--- config.mk ---
export PLATFORM = sky130hd
export DESIGN_NAME = ghp_result_fifo_flat
export DESIGN_NICKNAME = d
export VERILOG_FILES = /design/src/sv/ghp_pkg.sv /design/src/sv/ghp_stream_if.sv /design/src/sv/ghp_result_fifo.sv /design/src/flat_wrapper.sv
export SDC_FILE = /design/constraint.sdc
export NUM_CORES = 1
export LEC_CHECK = 0
export ABC_AREA = 1
export ABC_CLOCK_PERIOD_IN_PS = 1800
export BUFFER_PORTS_ARGS = -buffer_cell sky130_fd_sc_hd__buf_4
export CORE_MARGIN = 2
export CORE_UTILIZATION = 48
export DETAILED_ROUTE_END_ITERATION = 16
export PLACE_DENSITY = 0.85
export SLEW_MARGIN = 20
export SYNTH_ARGS = -nofsm -noshare
export SYNTH_HDL_FRONTEND = slang
export SYNTH_SLANG_ARGS = --single-unit
--- constraint.sdc ---
create_clock -name clk -period 1.8 [get_ports clk]
set_input_delay 0.27 -clock clk [delete_from_list [all_inputs] [get_ports clk]]
set_output_delay 0.27 -clock clk [all_outputs]
set_load 0.005 [all_outputs]
--- src/sv/ghp_pkg.sv ---
// ----------------------------------------------------------------------------
// ghp_pkg
// Shared types and constants of the gzip member header parser: request and
// result layouts, action and status codes, parser phases and header bytes.
// ----------------------------------------------------------------------------
`default_nettype none

package ghp_pkg;

	// header constants
	localparam logic [7:0] MAGIC_ID1     = 8'h1f;
	localparam logic [7:0] MAGIC_ID2     = 8'h8b;
	localparam logic [7:0] METHOD_DEFL   = 8'h08;
	localparam logic [7:0] FLG_RESERVED  = 8'he0;
	localparam int unsigned FLG_FHCRC    = 1;
	localparam int unsigned FLG_FEXTRA   = 2;
	localparam int unsigned FLG_FNAME    = 3;
	localparam int unsigned FLG_FCOMMENT = 4;
	localparam logic [15:0] FIXED_SKIP   = 16'd6;
	localparam logic [15:0] HCRC_SKIP    = 16'd2;

	typedef enum logic [1:0] {
		ACT_DATA    = 2'd0,
		ACT_END     = 2'd1,
		ACT_RESTART = 2'd2
	} action_t;

	typedef enum logic [2:0] {
		ST_HEADER  = 3'd0,
		ST_DONE    = 3'd1,
		ST_PAYLOAD = 3'd2,
		ST_ERROR   = 3'd3,
		ST_EMPTY   = 3'd4,
		ST_END     = 3'd5
	} status_t;

	typedef enum logic [3:0] {
		PH_MAGIC0  = 4'd0,
		PH_MAGIC1  = 4'd1,
		PH_METHOD  = 4'd2,
		PH_FLAGS   = 4'd3,
		PH_FIXED   = 4'd4,
		PH_XLEN_LO = 4'd5,
		PH_XLEN_HI = 4'd6,
		PH_EXTRA   = 4'd7,
		PH_NAME    = 4'd8,
		PH_COMMENT = 4'd9,
		PH_HCRC    = 4'd10,
		PH_PAYLOAD = 4'd11,
		PH_RAW     = 4'd12,
		PH_ERROR   = 4'd13,
		PH_ENDED   = 4'd14
	} phase_t;

	typedef struct packed {
		action_t    action;
		logic [7:0] data_byte;
	} item_t;

	typedef struct packed {
		status_t    status;
		logic [7:0] payload_byte;
		logic       transparent;
		logic [4:0] header_flags;
		logic       last;
	} result_t;

endpackage

`default_nettype wire

--- src/sv/ghp_stream_if.sv ---
// ----------------------------------------------------------------------------
// ghp_stream_if
// Valid/ready stream channel carrying one request of a given payload type.
// ----------------------------------------------------------------------------
`default_nettype none

interface ghp_stream_if #(
	parameter type payload_t = logic [7:0]
) ();

	logic     valid;
	logic     ready;
	payload_t payload;

	modport source (output valid, output payload, input ready);
	modport sink   (input valid, input payload, output ready);

endinterface

`default_nettype wire

--- src/sv/ghp_result_fifo.sv ---
// ----------------------------------------------------------------------------
// ghp_result_fifo
// Four-entry result queue. Takes up to two results per cycle from the parser
// and hands them out one per cycle on a valid/ready channel while ready is high.
// ----------------------------------------------------------------------------
`default_nettype none

module ghp_result_fifo (
	input  wire logic              clk,
	input  wire logic              arst_n,
	input  wire logic [1:0]        push_cnt,
	input  wire ghp_pkg::result_t  push0,
	input  wire ghp_pkg::result_t  push1,
	output logic                   room,
	output logic [2:0]             level,
	ghp_stream_if.source           result_ch
);

	ghp_pkg::result_t mem_q [4];
	logic [1:0]       wr_ptr_q, rd_ptr_q;
	logic [2:0]       cnt_q;
	logic             pop;

	assign pop             = result_ch.valid && result_ch.ready;
	assign result_ch.valid = (cnt_q != 3'd0);
	assign result_ch.payload = mem_q[rd_ptr_q];
	assign level           = cnt_q;

	// space for two results after this cycle's pop
	assign room = (cnt_q <= 3'd2) || (cnt_q == 3'd3 && pop);

	// entry storage
	always_ff @(posedge clk) begin
		if (push_cnt != 2'd0) mem_q[wr_ptr_q] <= push0;
		if (push_cnt == 2'd2) mem_q[wr_ptr_q + 2'd1] <= push1;
	end

	// pointers and fill level
	always_ff @(posedge clk or negedge arst_n) begin
		if (!arst_n) begin
			wr_ptr_q <= '0;
			rd_ptr_q <= '0;
			cnt_q    <= '0;
		end else begin
			wr_ptr_q <= wr_ptr_q + push_cnt;
			rd_ptr_q <= rd_ptr_q + {1'b0, pop};
			cnt_q    <= cnt_q + {1'b0, push_cnt} - {2'b00, pop};
		end
	end

endmodule

`default_nettype wire

--- src/flat_wrapper.sv ---
// flat-port wrapper written by rule: the top's interface ports become plain ports
module ghp_result_fifo_flat 
  (clk, arst_n, push_cnt, push0, push1, room, level, result_ch_valid, result_ch_payload, result_ch_ready);
  ghp_stream_if result_ch_i ();
  input  wire logic clk;
  input  wire logic arst_n;
  input  wire logic [1:0] push_cnt;
  input  wire ghp_pkg::result_t push0;
  input  wire ghp_pkg::result_t push1;
  output logic room;
  output logic [2:0] level;
  output wire logic [$bits(result_ch_i.valid)-1:0] result_ch_valid;
  output wire logic [$bits(result_ch_i.payload)-1:0] result_ch_payload;
  input wire logic [$bits(result_ch_i.ready)-1:0] result_ch_ready;
  assign result_ch_valid = result_ch_i.valid;
  assign result_ch_payload = result_ch_i.payload;
  assign result_ch_i.ready = result_ch_ready;
  ghp_result_fifo u_core (.clk(clk), .arst_n(arst_n), .push_cnt(push_cnt), .push0(push0), .push1(push1), .room(room), .level(level), .result_ch(result_ch_i));
endmodule
==> impl_metrics.ini <==
[yosys]
yosys.area_share.simple_pct = 36.2
yosys.area_share.adder_pct = 3.63
synth.distinct_cells = 23
synth_top_family_by_area = simple AND/OR/NAND/NOR gates
netlist_instances = 278
yosysTopAreaCell = edfxtp_1
syn-cell-area_um2 = 2280
synth_mux_area_share_pct = 0
synth_top_area_share_pct = 42.2
post_synth.cell_area_avg_um2 = 8.19
ys_ff_latch = 39
synthXorXnorAreaFrac_pct = 0.385
yosys-top-cells-area = edfxtp_1, nand2_1, nand3_1
synth_warnings = 0
synth_nets = 325
ys_seq_area_share_pct = 49.9
synth_compound_area_share_pct = 1.37

[timing]
finalCritPeriodShare_pct = 102
timing.final.max_slew_violations = 0
min_period_ns = 1.84
grt_setup_unrepaired = yes
fin_tns_setup_ns = -0.0402
maxSlewHeadroom_pct = 69.7
setup_violations = 1
fmax_ghz = 0.543
worst_slack_ns = -0.0402
fin_worst_skew_ns = 0.00721
hold_viol_final = 0
worstMarginPinSlew_ns = 0.453

[placement]
numPortBuffers = 33
detailed_place_hpwl_um = 3600
dpl_worst_slack_ns = 0.0129
gp_congestion = 0.920

[cts]
root_buffer = clkbuf_8
cts_buffer_depth = 2
htree_num_levels = 2
numClockSinks = 39
worstSkewPairLatency_ns = 0.30
numCtsBuffers = 5
cts_tree = yes
clkTransAtPathRegs_ns = 0.08

[critical_path]
startpoint_type = flip-flop
path_cells = nor2_2 -> a21oi_2 -> ha_1 -> inv_1 -> ha_1 -> inv_1 -> fa_2 -> nand2_1 -> nand2_1 -> nand2_1 -> nand2_1
worstSetupEndpointType = flip-flop
crit_slowest_cell = dfrtp_1
path_buf_inv = 2
critPathTopFamily = adder cells
arrival_ns = 2.04
crit_top_cell = nand2_1
required_ns = 2.00
max_stage_delay_ns = 0.40
worstSetupPathType = reg2reg
cp_max_fo = 2

[route]
firstDrtPassIters = 5
vias = 1986
ant_nets = 0
wl_per_cell_um = 14.6
drc = 0
drt-total-wl_um = 5630
vias_per_cell = 5.16
drt_iter0_drc = 228

[finish]
syn_to_final_growth_pct = 26.6
drive_gt1_share_pct = 24.8
fillers = 368
fin_nets = 377
diodes = 0
most-common-layout-cells = nand2_1, buf_4, nand3_1, inv_1, edfxtp_1
final_common_cell = nand2_1

[hold_path]
hp-class = in2reg

[flow_run]
drv_cap = 0

[power]
power.density_nw_per_um2 = 1620
vdd_drop_max_uv = 1240
p_leak_nw = 1.49

[floorplanning]
chipHeight_um = 72.9
die-area_um2 = 5310
fp-row-count = 25
coreArea_um2 = 4660
die_w_um = 72.9
initial_core_util_pct = 48.8
ios = 54

[grt]
grt_max_degree = 23
grt_pass1_vias = 1939
grt_pass1_wl_um = 9080
antenna_found_initial = 0
grt_overflow = 0
grt.total_usage_pct = 23.1

[outcome]
violations = setup timing
outcome = complete, but fails checks
kinds of logic after synthesis:
kind of cell	Yosys count
xor gates and xnor gates	1
AOI/OAI and AO/OA	6
and+or+nand+nor	181
buffers and inverters	45
DFF	39
adders and majority gates	6
power by group:
part           switching [mW]  internal, mW  total, mW  leakage, nW
clock network           0.314         0.552      0.866       0.0644
registers               0.155          1.38       1.54        0.382
logic                    1.25          1.02       2.27         1.05
total                    1.72          2.96       4.68         1.49
what timing repair did:
action / in CTS / in global routing
gates resized for setup: 2 / 2
pin swaps: 2 / 1
hold buffers: 1 / 0
setup endpoints to repair: 2 / 8
cloned: 0 / 1
setup buffers: 0 / 3
endpoints found under the hold margin: 7 / 0
flip-flops by register name, summed over array words and instances (netlist names):
register	count
u_core.level	3
u_core.rd_ptr_q	2
u_core.wr_ptr_q	2
u_core.mem_q	32
stage by stage:
step                      hold slack [ns]  power, mW  cells  utilization [%]  instance area [um2]
after global routing                0.266       5.04    385             61.8                 2880
after global placement             0.0862       3.56    372             57.5                 2680
after floorplan                   -0.0256       2.69    278                -                 2280
final                               0.265       4.68    385             61.8                 2880
after detailed placement           0.0874       3.65    372             57.5                 2680
after CTS                           0.262       4.55    381             60.8                 2830
Yosys cell counts:
master	n
nand2_1	121
nand3_1	41
inv_1	37
edfxtp_1	32
or2_2	8
dfrtp_1	7
ha_1	5
o21ai_0	4
inv_2	3
buf_8	2
clkbuf_1	2
nand2_2	2
nand2_4	2
nor2_4	2
nor2_8	2
a21oi_1	1
a31oi_1	1
buf_2	1
fa_1	1
nand3b_1	1
nor2_1	1
nor2_2	1
xor2_1	1
routing by layer:
metal	up-vias	GRT usage (%)	part of all wire, %
li1	986	-	-
met1	891	27.5	37
met2	92	39.1	53
met3	17	4.56	7.4
met4	0	13.0	2.8
met5	-	0	0
final cells by class:
type / instances / area (um2) / area share, %
Sequential cell: 39 / 1140 / 39.5
Inverter: 40 / 150 / 5.21
Timing Repair Buffer: 50 / 433 / 15.0
Clock inverter: 3 / 67.6 / 2.35
Multi-Input combinational cell: 194 / 956 / 33.2
Clock buffer: 5 / 68.8 / 2.39
Tap cell: 54 / 67.6 / 2.35
final timing paths:
| path | slack [ns] | to | from | depth (start not counted) |
|---|---|---|---|---|
| hold reg to reg | 0.60 | u_core.rd_ptr_q[0] | u_core.rd_ptr_q[0] | 1 |
| min in group asynchronous | 0.31 | u_core.level[1] | arst_n | 2 |
| max in group asynchronous | 1.35 | u_core.rd_ptr_q[0] | arst_n | 2 |
| setup / recovery | -0.04 | u_core.level[2] | u_core.level[1] | 11 |
| hold / removal | 0.27 | u_core.mem_q[2][2] | push0[2] | 3 |
| setup reg to reg | -0.04 | u_core.level[2] | u_core.level[1] | 11 |
worst reg2reg max path, stage by stage (launching register included):
cell and delay [ns]:
dfrtp_1 0.40, nor2_2 0.14, a21oi_2 0.08, ha_1 0.29, inv_1 0.07, ha_1 0.13, inv_1 0.05, fa_2 0.34
nand2_1 0.10, nand2_1 0.06, nand2_1 0.05, nand2_1 0.05
Note: power is estimated with default switching activity, not from simulation.
