--- src/sv/ghp_pkg.sv ---
// ----------------------------------------------------------------------------
// ghp_pkg
// Shared types and constants of the gzip member header parser: request and
// result layouts, action and status codes, parser phases and header bytes.
// ----------------------------------------------------------------------------
`default_nettype none

package ghp_pkg;

	// header constants
	localparam logic [7:0] MAGIC_ID1     = 8'h1f;
	localparam logic [7:0] MAGIC_ID2     = 8'h8b;
	localparam logic [7:0] METHOD_DEFL   = 8'h08;
	localparam logic [7:0] FLG_RESERVED  = 8'he0;
	localparam int unsigned FLG_FHCRC    = 1;
	localparam int unsigned FLG_FEXTRA   = 2;
	localparam int unsigned FLG_FNAME    = 3;
	localparam int unsigned FLG_FCOMMENT = 4;
	localparam logic [15:0] FIXED_SKIP   = 16'd6;
	localparam logic [15:0] HCRC_SKIP    = 16'd2;

	typedef enum logic [1:0] {
		ACT_DATA    = 2'd0,
		ACT_END     = 2'd1,
		ACT_RESTART = 2'd2
	} action_t;

	typedef enum logic [2:0] {
		ST_HEADER  = 3'd0,
		ST_DONE    = 3'd1,
		ST_PAYLOAD = 3'd2,
		ST_ERROR   = 3'd3,
		ST_EMPTY   = 3'd4,
		ST_END     = 3'd5
	} status_t;

	typedef enum logic [3:0] {
		PH_MAGIC0  = 4'd0,
		PH_MAGIC1  = 4'd1,
		PH_METHOD  = 4'd2,
		PH_FLAGS   = 4'd3,
		PH_FIXED   = 4'd4,
		PH_XLEN_LO = 4'd5,
		PH_XLEN_HI = 4'd6,
		PH_EXTRA   = 4'd7,
		PH_NAME    = 4'd8,
		PH_COMMENT = 4'd9,
		PH_HCRC    = 4'd10,
		PH_PAYLOAD = 4'd11,
		PH_RAW     = 4'd12,
		PH_ERROR   = 4'd13,
		PH_ENDED   = 4'd14
	} phase_t;

	typedef struct packed {
		action_t    action;
		logic [7:0] data_byte;
	} item_t;

	typedef struct packed {
		status_t    status;
		logic [7:0] payload_byte;
		logic       transparent;
		logic [4:0] header_flags;
		logic       last;
	} result_t;

endpackage

`default_nettype wire

--- src/sv/ghp_parse_core.sv ---
// ----------------------------------------------------------------------------
// ghp_parse_core
// Header parser state machine. Consumes one registered request per fire and
// produces zero, one or two result requests in the same cycle.
// ----------------------------------------------------------------------------
`default_nettype none

module ghp_parse_core (
	input  wire logic            clk,
	input  wire logic            arst_n,
	input  wire logic            fire,
	input  wire ghp_pkg::item_t  item,
	output logic [1:0]           res_cnt,
	output ghp_pkg::result_t     res0,
	output ghp_pkg::result_t     res1
);

	ghp_pkg::phase_t  phase_q, phase_d, np;
	logic [4:0]       flags_q, flags_d;
	logic [15:0]      skip_q, skip_d;
	logic [7:0]       held_q, held_d;
	logic             transp_q, transp_d;
	ghp_pkg::status_t st0, st1;
	logic [7:0]       b0, b1;
	logic             gen;
	logic             cd_done;
	ghp_pkg::phase_t  ac_ph, an_ph, ae_ph, af_ph;
	logic [7:0]       b;

	assign b       = item.data_byte;
	assign cd_done = (skip_q <= 16'd1);

	// optional field chain following each header section
	assign ac_ph = flags_q[ghp_pkg::FLG_FHCRC]    ? ghp_pkg::PH_HCRC    : ghp_pkg::PH_PAYLOAD;
	assign an_ph = flags_q[ghp_pkg::FLG_FCOMMENT] ? ghp_pkg::PH_COMMENT : ac_ph;
	assign ae_ph = flags_q[ghp_pkg::FLG_FNAME]    ? ghp_pkg::PH_NAME    : an_ph;
	assign af_ph = flags_q[ghp_pkg::FLG_FEXTRA]   ? ghp_pkg::PH_XLEN_LO : ae_ph;

	// state register
	always_ff @(posedge clk or negedge arst_n) begin
		if (!arst_n) begin
			phase_q  <= ghp_pkg::PH_MAGIC0;
			flags_q  <= '0;
			skip_q   <= '0;
			held_q   <= '0;
			transp_q <= 1'b0;
		end else begin
			phase_q  <= phase_d;
			flags_q  <= flags_d;
			skip_q   <= skip_d;
			held_q   <= held_d;
			transp_q <= transp_d;
		end
	end

	// next state and results
	always_comb begin
		phase_d  = phase_q;
		flags_d  = flags_q;
		skip_d   = skip_q;
		held_d   = held_q;
		transp_d = transp_q;
		np       = phase_q;
		gen      = 1'b0;
		res_cnt  = 2'd0;
		st0      = ghp_pkg::ST_HEADER;
		st1      = ghp_pkg::ST_END;
		b0       = 8'h00;
		b1       = 8'h00;
		if (fire) begin
			case (item.action)
				ghp_pkg::ACT_DATA: begin
					unique case (phase_q)
						ghp_pkg::PH_MAGIC0: begin
							held_d  = b;
							phase_d = ghp_pkg::PH_MAGIC1;
							res_cnt = 2'd1;
						end
						ghp_pkg::PH_MAGIC1: begin
							if (held_q == ghp_pkg::MAGIC_ID1 && b == ghp_pkg::MAGIC_ID2) begin
								phase_d = ghp_pkg::PH_METHOD;
								res_cnt = 2'd1;
							end else begin
								// not gzip: release the held byte, then this one
								transp_d = 1'b1;
								phase_d  = ghp_pkg::PH_RAW;
								res_cnt  = 2'd2;
								st0      = ghp_pkg::ST_PAYLOAD;
								b0       = held_q;
								st1      = ghp_pkg::ST_PAYLOAD;
								b1       = b;
							end
						end
						ghp_pkg::PH_METHOD: begin
							gen = 1'b1;
							np  = (b == ghp_pkg::METHOD_DEFL) ? ghp_pkg::PH_FLAGS
							                                  : ghp_pkg::PH_ERROR;
						end
						ghp_pkg::PH_FLAGS: begin
							gen     = 1'b1;
							flags_d = b[4:0];
							if ((b & ghp_pkg::FLG_RESERVED) != 8'h00) begin
								np = ghp_pkg::PH_ERROR;
							end else begin
								skip_d = ghp_pkg::FIXED_SKIP;
								np     = ghp_pkg::PH_FIXED;
							end
						end
						ghp_pkg::PH_FIXED: begin
							gen = 1'b1;
							if (cd_done) begin
								skip_d = '0;
								np     = af_ph;
							end else begin
								skip_d = skip_q - 16'd1;
							end
						end
						ghp_pkg::PH_XLEN_LO: begin
							gen    = 1'b1;
							skip_d = {8'h00, b};
							np     = ghp_pkg::PH_XLEN_HI;
						end
						ghp_pkg::PH_XLEN_HI: begin
							gen    = 1'b1;
							skip_d = {b, skip_q[7:0]};
							np     = ({b, skip_q[7:0]} == 16'd0) ? ae_ph : ghp_pkg::PH_EXTRA;
						end
						ghp_pkg::PH_EXTRA: begin
							gen = 1'b1;
							if (cd_done) begin
								skip_d = '0;
								np     = ae_ph;
							end else begin
								skip_d = skip_q - 16'd1;
							end
						end
						ghp_pkg::PH_NAME: begin
							gen = 1'b1;
							if (b == 8'h00) np = an_ph;
						end
						ghp_pkg::PH_COMMENT: begin
							gen = 1'b1;
							if (b == 8'h00) np = ac_ph;
						end
						ghp_pkg::PH_HCRC: begin
							gen = 1'b1;
							if (cd_done) begin
								skip_d = '0;
								np     = ghp_pkg::PH_PAYLOAD;
							end else begin
								skip_d = skip_q - 16'd1;
							end
						end
						ghp_pkg::PH_PAYLOAD, ghp_pkg::PH_RAW: begin
							res_cnt = 2'd1;
							st0     = ghp_pkg::ST_PAYLOAD;
							b0      = b;
						end
						ghp_pkg::PH_ERROR: begin
							res_cnt = 2'd1;
							st0     = ghp_pkg::ST_ERROR;
						end
						default: begin
							phase_d = ghp_pkg::PH_ENDED;
							res_cnt = 2'd1;
							st0     = ghp_pkg::ST_END;
						end
					endcase
					// common result for header walking phases
					if (gen) begin
						phase_d = np;
						res_cnt = 2'd1;
						if (np == ghp_pkg::PH_HCRC && phase_q != ghp_pkg::PH_HCRC)
							skip_d = ghp_pkg::HCRC_SKIP;
						if (np == ghp_pkg::PH_ERROR)
							st0 = ghp_pkg::ST_ERROR;
						else if (np == ghp_pkg::PH_PAYLOAD)
							st0 = ghp_pkg::ST_DONE;
						else
							st0 = ghp_pkg::ST_HEADER;
					end
				end
				ghp_pkg::ACT_END: begin
					unique case (phase_q)
						ghp_pkg::PH_MAGIC0: begin
							phase_d = ghp_pkg::PH_ENDED;
							res_cnt = 2'd1;
							st0     = ghp_pkg::ST_EMPTY;
						end
						ghp_pkg::PH_MAGIC1: begin
							// a lone byte passes through raw
							transp_d = 1'b1;
							phase_d  = ghp_pkg::PH_ENDED;
							res_cnt  = 2'd2;
							st0      = ghp_pkg::ST_PAYLOAD;
							b0       = held_q;
							st1      = ghp_pkg::ST_END;
						end
						ghp_pkg::PH_PAYLOAD, ghp_pkg::PH_RAW, ghp_pkg::PH_ENDED: begin
							phase_d = ghp_pkg::PH_ENDED;
							res_cnt = 2'd1;
							st0     = ghp_pkg::ST_END;
						end
						default: begin
							// end inside the header is a sticky error
							phase_d = ghp_pkg::PH_ERROR;
							res_cnt = 2'd1;
							st0     = ghp_pkg::ST_ERROR;
						end
					endcase
				end
				ghp_pkg::ACT_RESTART: begin
					if (phase_q != ghp_pkg::PH_ERROR) begin
						phase_d  = ghp_pkg::PH_MAGIC0;
						flags_d  = '0;
						skip_d   = '0;
						held_d   = '0;
						transp_d = 1'b0;
					end
				end
				default: begin
				end
			endcase
		end
	end

	// result packing with the updated flags and transparency
	always_comb begin
		res0.status       = st0;
		res0.payload_byte = b0;
		res0.transparent  = transp_d;
		res0.header_flags = flags_d;
		res0.last         = (res_cnt == 2'd1);
		res1.status       = st1;
		res1.payload_byte = b1;
		res1.transparent  = transp_d;
		res1.header_flags = flags_d;
		res1.last         = 1'b1;
	end

endmodule

`default_nettype wire

--- config.mk ---
export PLATFORM = sky130hd
export DESIGN_NAME = ghp_parse_core
export DESIGN_NICKNAME = d
export VERILOG_FILES = /design/src/sv/ghp_pkg.sv /design/src/sv/ghp_parse_core.sv
export SDC_FILE = /design/constraint.sdc
export NUM_CORES = 1
export LEC_CHECK = 0
export BUFFER_PORTS_ARGS = -buffer_cell sky130_fd_sc_hd__buf_2
export CORE_MARGIN = 2
export CORE_UTILIZATION = 60
export DETAILED_ROUTE_END_ITERATION = 6
export HOLD_SLACK_MARGIN = 0.02
export PLACE_DENSITY = 0.84
export SKIP_LAST_GASP = 1
export SYNTH_ARGS = -nofsm -noshare
export SYNTH_HDL_FRONTEND = slang
export SYNTH_SLANG_ARGS = --single-unit
--- constraint.sdc ---
create_clock -name clk -period 9.1 [get_ports clk]
set_clock_uncertainty 0.1 [all_clocks]
set_input_delay 1.82 -clock clk [delete_from_list [all_inputs] [get_ports clk]]
set_output_delay 1.82 -clock clk [all_outputs]
set_load 0.05 [all_outputs]
==> reports/metrics.csv <==
metric,value,unit
switchingPower,0.714,mW
fin_nets,472,
insertedDiodeCount,0,
status,"complete, no violations",
max_clock_freq,0.163,GHz
final_hold_viol_count,0,
fillers,426,
gp_congestion,0.994,
use_met2,0.517,
holdWs,0.415,ns
drtAntennaViolNets,0,
critical-path-top-delay-family,simple AND/OR/NAND/NOR gates,
power_density,388,mW/mm²
tightestPinTransition,1.17,ns
cts_sinks,34,
rsz0062_at_grt,false,
cp_cell_sequence,buf_2 -> or4_4 -> nor3_2 -> nand3_1 -> o211ai_1 -> nor3_1 -> nor4_1 -> o21ai_1 -> a311oi_1 -> buf_2,
wl_per_cell,17.3,µm
slew_violations,0,
yosysTopAreaCellShare,0.271,
crit_required,7.18,ns
post_cts.repair.setup_buffers,0,
postSynthAreaPerCell,7.32,µm²
htree_levels,2,
num_vias,3348,
r2r_slack,5.87,ns
drv_cap,0,
cts_tree,done,
post-route-min-period,6.15,ns
tns,0,ns
syn_nets,449,
synth_cell_types,59,
die_w,76.3,µm
grt_use_total,0.319,
pwr-share-clk,0.131,
min-delay-path-class,reg -> reg,
totalWireLength,9.04,mm
critPathMostFrequentCell,buf_2,
path_clk_slew,0.07,ns
path_buf_inv,2,
grt_max_degree,35,
synthToLayoutAreaGrowth,9.20,%
dpl.hpwl,6.28,mm
die_y,76.3,µm
drt-pass1-iter-count,5,
ys_seq_elements,34,
drtIter0Drc,455,
maxSlewHeadroom,0.213,
die_area,0.00583,mm²
grt_overflow,0,
slowest_delay,0.56,ns
yosysSeqAreaShare,0.271,
layout-drive-gt1-share,0.190,
crit_path_end_kind,output port,
cp_max_fo,8,
setup_viol,0,
coreArea,0.00507,mm²
met3_usage,0.0640,
route.detailed.drc,0,
setup.worst_path.class,in -> out,
via_per_inst,6.40,
ir_drop,0.000235,V
async_flop_share,1.00,
grt_first_pass_wirelength,15.2,mm
netlist_area,0.00314,mm²
antenna_found_initial,0,
r2r_start,phase_q[3]$_DFFE_PN0P_,
synth_area_leaders,"dfrtp_1 27%, nor2_1 6.8%, o21ai_0 6.1%",
switching_share,0.536,
rows,26,
synth_ff_type,dfrtp_1,
min_path_cells,1,
yosysWarnings,0,
numCtsBuffers,5,
use_met1,0.417,
combPwrFrac,0.646,
cp-start-kind,input pin,
crit_slowest_cell,or4_4,
intPower,0.619,mW
clockBufferDepth,2,
seqPwrFrac,0.223,
synth_edf_count,0,
post_cts_resized,0,
hold_path_end,skip_q[13]$_DFFE_PN0P_,
hold_start,skip_q[13]$_DFFE_PN0P_,
port_buffers,49,
reg2regPathDepth,8,
grt_pass1_vias,3141,
synth_top_cell_by_area,dfrtp_1,
reg2reg_to,skip_q[0]$_DFFE_PN0P_,
syn-instance-count,429,
busiest_layer,met2,
period_share,0.676,
power.leakage,1.49,nW
clock_latency,0.30,ns
root_buffer,clkbuf_8,
num_io_pins,51,
start_util,0.619,
cp.arrival,4.23,ns
cts-hold-fix-buffers,0,
cells in the mapped netlist, types with 2 or more instances:
cell type,instances
a21oi_1,26
o21ai_0,38
a221oi_1,5
nand3_1,9
nand2_1,48
nand4_1,4
a32oi_1,2
buf_2,3
nor2b_1,6
nand2b_1,7
clkbuf_1,20
or3_1,3
o21ai_1,2
inv_1,17
o21ba_2,2
dfrtp_1,34
xor2_1,2
o22ai_1,5
a22o_1,7
o211ai_1,4
o21ai_2,9
nor3_1,17
buf_4,9
ha_1,7
a22oi_1,8
a311oi_1,3
a31oi_1,6
nand3b_1,11
o41ai_1,3
buf_6,2
nor3_2,3
o21bai_1,2
o31ai_1,3
a211oi_1,2
nor4_1,5
nor2_1,57
and2_1,10
or4_4,2
mux2_2,4
a21o_1,3
worst max-delay path by stage:
stage | from | endpoint | slack, ns | cells past startpoint
after floorplan | item[0] | res0[15] | 2.55 | 8
after detailed placement | item[0] | res0[15] | 3.00 | 10
after global placement | item[0] | res0[15] | 2.98 | 10
after global routing | item[0] | res0[16] | 2.71 | 10
final | item[0] | res0[15] | 2.95 | 10
after CTS | item[0] | res0[15] | 2.98 | 10
metal layers:
metal | wire length [µm] | share of wire
met1 | 3690 | 0.41
met3 | 763 | 0.084
met4 | 314 | 0.035
met5 | 0 | 0
met2 | 4280 | 0.47
power by group through the flow:
stage                     clock network, mW  registers (mW)  logic [mW]
final                                 0.174           0.297       0.860
after global routing                  0.183           0.306       0.965
after CTS                             0.175           0.293       0.844
after detailed placement                  0           0.296       0.835
after global placement                    0           0.293       0.830
after floorplan                           0           0.243       0.751
sequential cells by signal, indices dropped and copies added, names as in the netlist:
signal,flops
flags_q,5
held_q,8
phase_q,4
skip_q,16
transp_q,1
stage by stage:
step / power, mW / worst slack (ns) / cells / instance area [µm²] / util
5_1_grt: 1.45 / 2.71 / 523 / 3430 / 0.676
4_1_cts: 1.31 / 2.98 / 523 / 3430 / 0.676
6_report: 1.33 / 2.95 / 523 / 3430 / 0.676
3_3_place_gp: 1.12 / 2.98 / 515 / 3290 / 0.649
3_5_place_dp: 1.13 / 3.00 / 515 / 3290 / 0.649
2_1_floorplan: 0.994 / 2.55 / 429 / 3140 / -
worst reg2reg max path, stage by stage (launching register included):
cell and delay [ns]:
dfrtp_1 0.85, inv_1 0.36, a32oi_1 0.27, nor4_1 0.07, a311oi_1 0.41, a21oi_2 0.11
a311o_2 0.60, o21ba_2 0.29, o22ai_2 0.10
cell families after synthesis:
kind of cell               Yosys count  synth area share
buffers and inverters               53            0.0853
other                                1           0.00119
and+or+nand+nor                    189             0.301
muxes                                4            0.0143
AOI/OAI and AO/OA                  138             0.291
xor gates and xnor gates             3           0.00837
DFF                                 34             0.271
adders and majority gates            7            0.0279
cells in the final DEF, fill, tap and decap left out, types with 3 or more instances in the layout:
cell	instances
a22o_1	7
nand2b_1	7
a221oi_1	5
o41ai_1	3
or3_1	3
nor2_1	57
nand4_1	4
o22ai_1	5
nor4_1	5
a21o_1	3
nand3_1	9
a311oi_1	3
nor2b_1	6
a22oi_1	8
o21ai_2	9
nor3_2	3
buf_4	3
nand2_1	48
buf_2	49
clkbuf_8	5
o21ai_0	38
inv_1	17
ha_1	7
a31oi_1	6
dfrtp_1	34
and2_1	10
mux2_2	4
o211ai_1	4
a21oi_1	26
nor3_1	17
o31ai_1	3
nand3b_1	11
layout make-up:
class / instances / area, µm² / area share
multi-input cells: 342 / 2020 / 0.590
clock buffers: 5 / 68.8 / 0.0201
flip-flops and latches: 34 / 851 / 0.248
clock inverters: 3 / 68.8 / 0.0201
inverters: 17 / 63.8 / 0.0186
repair buffers: 52 / 268 / 0.0781
well taps: 70 / 87.6 / 0.0255
No activity file was read; power rests on OpenSTA's default activity.
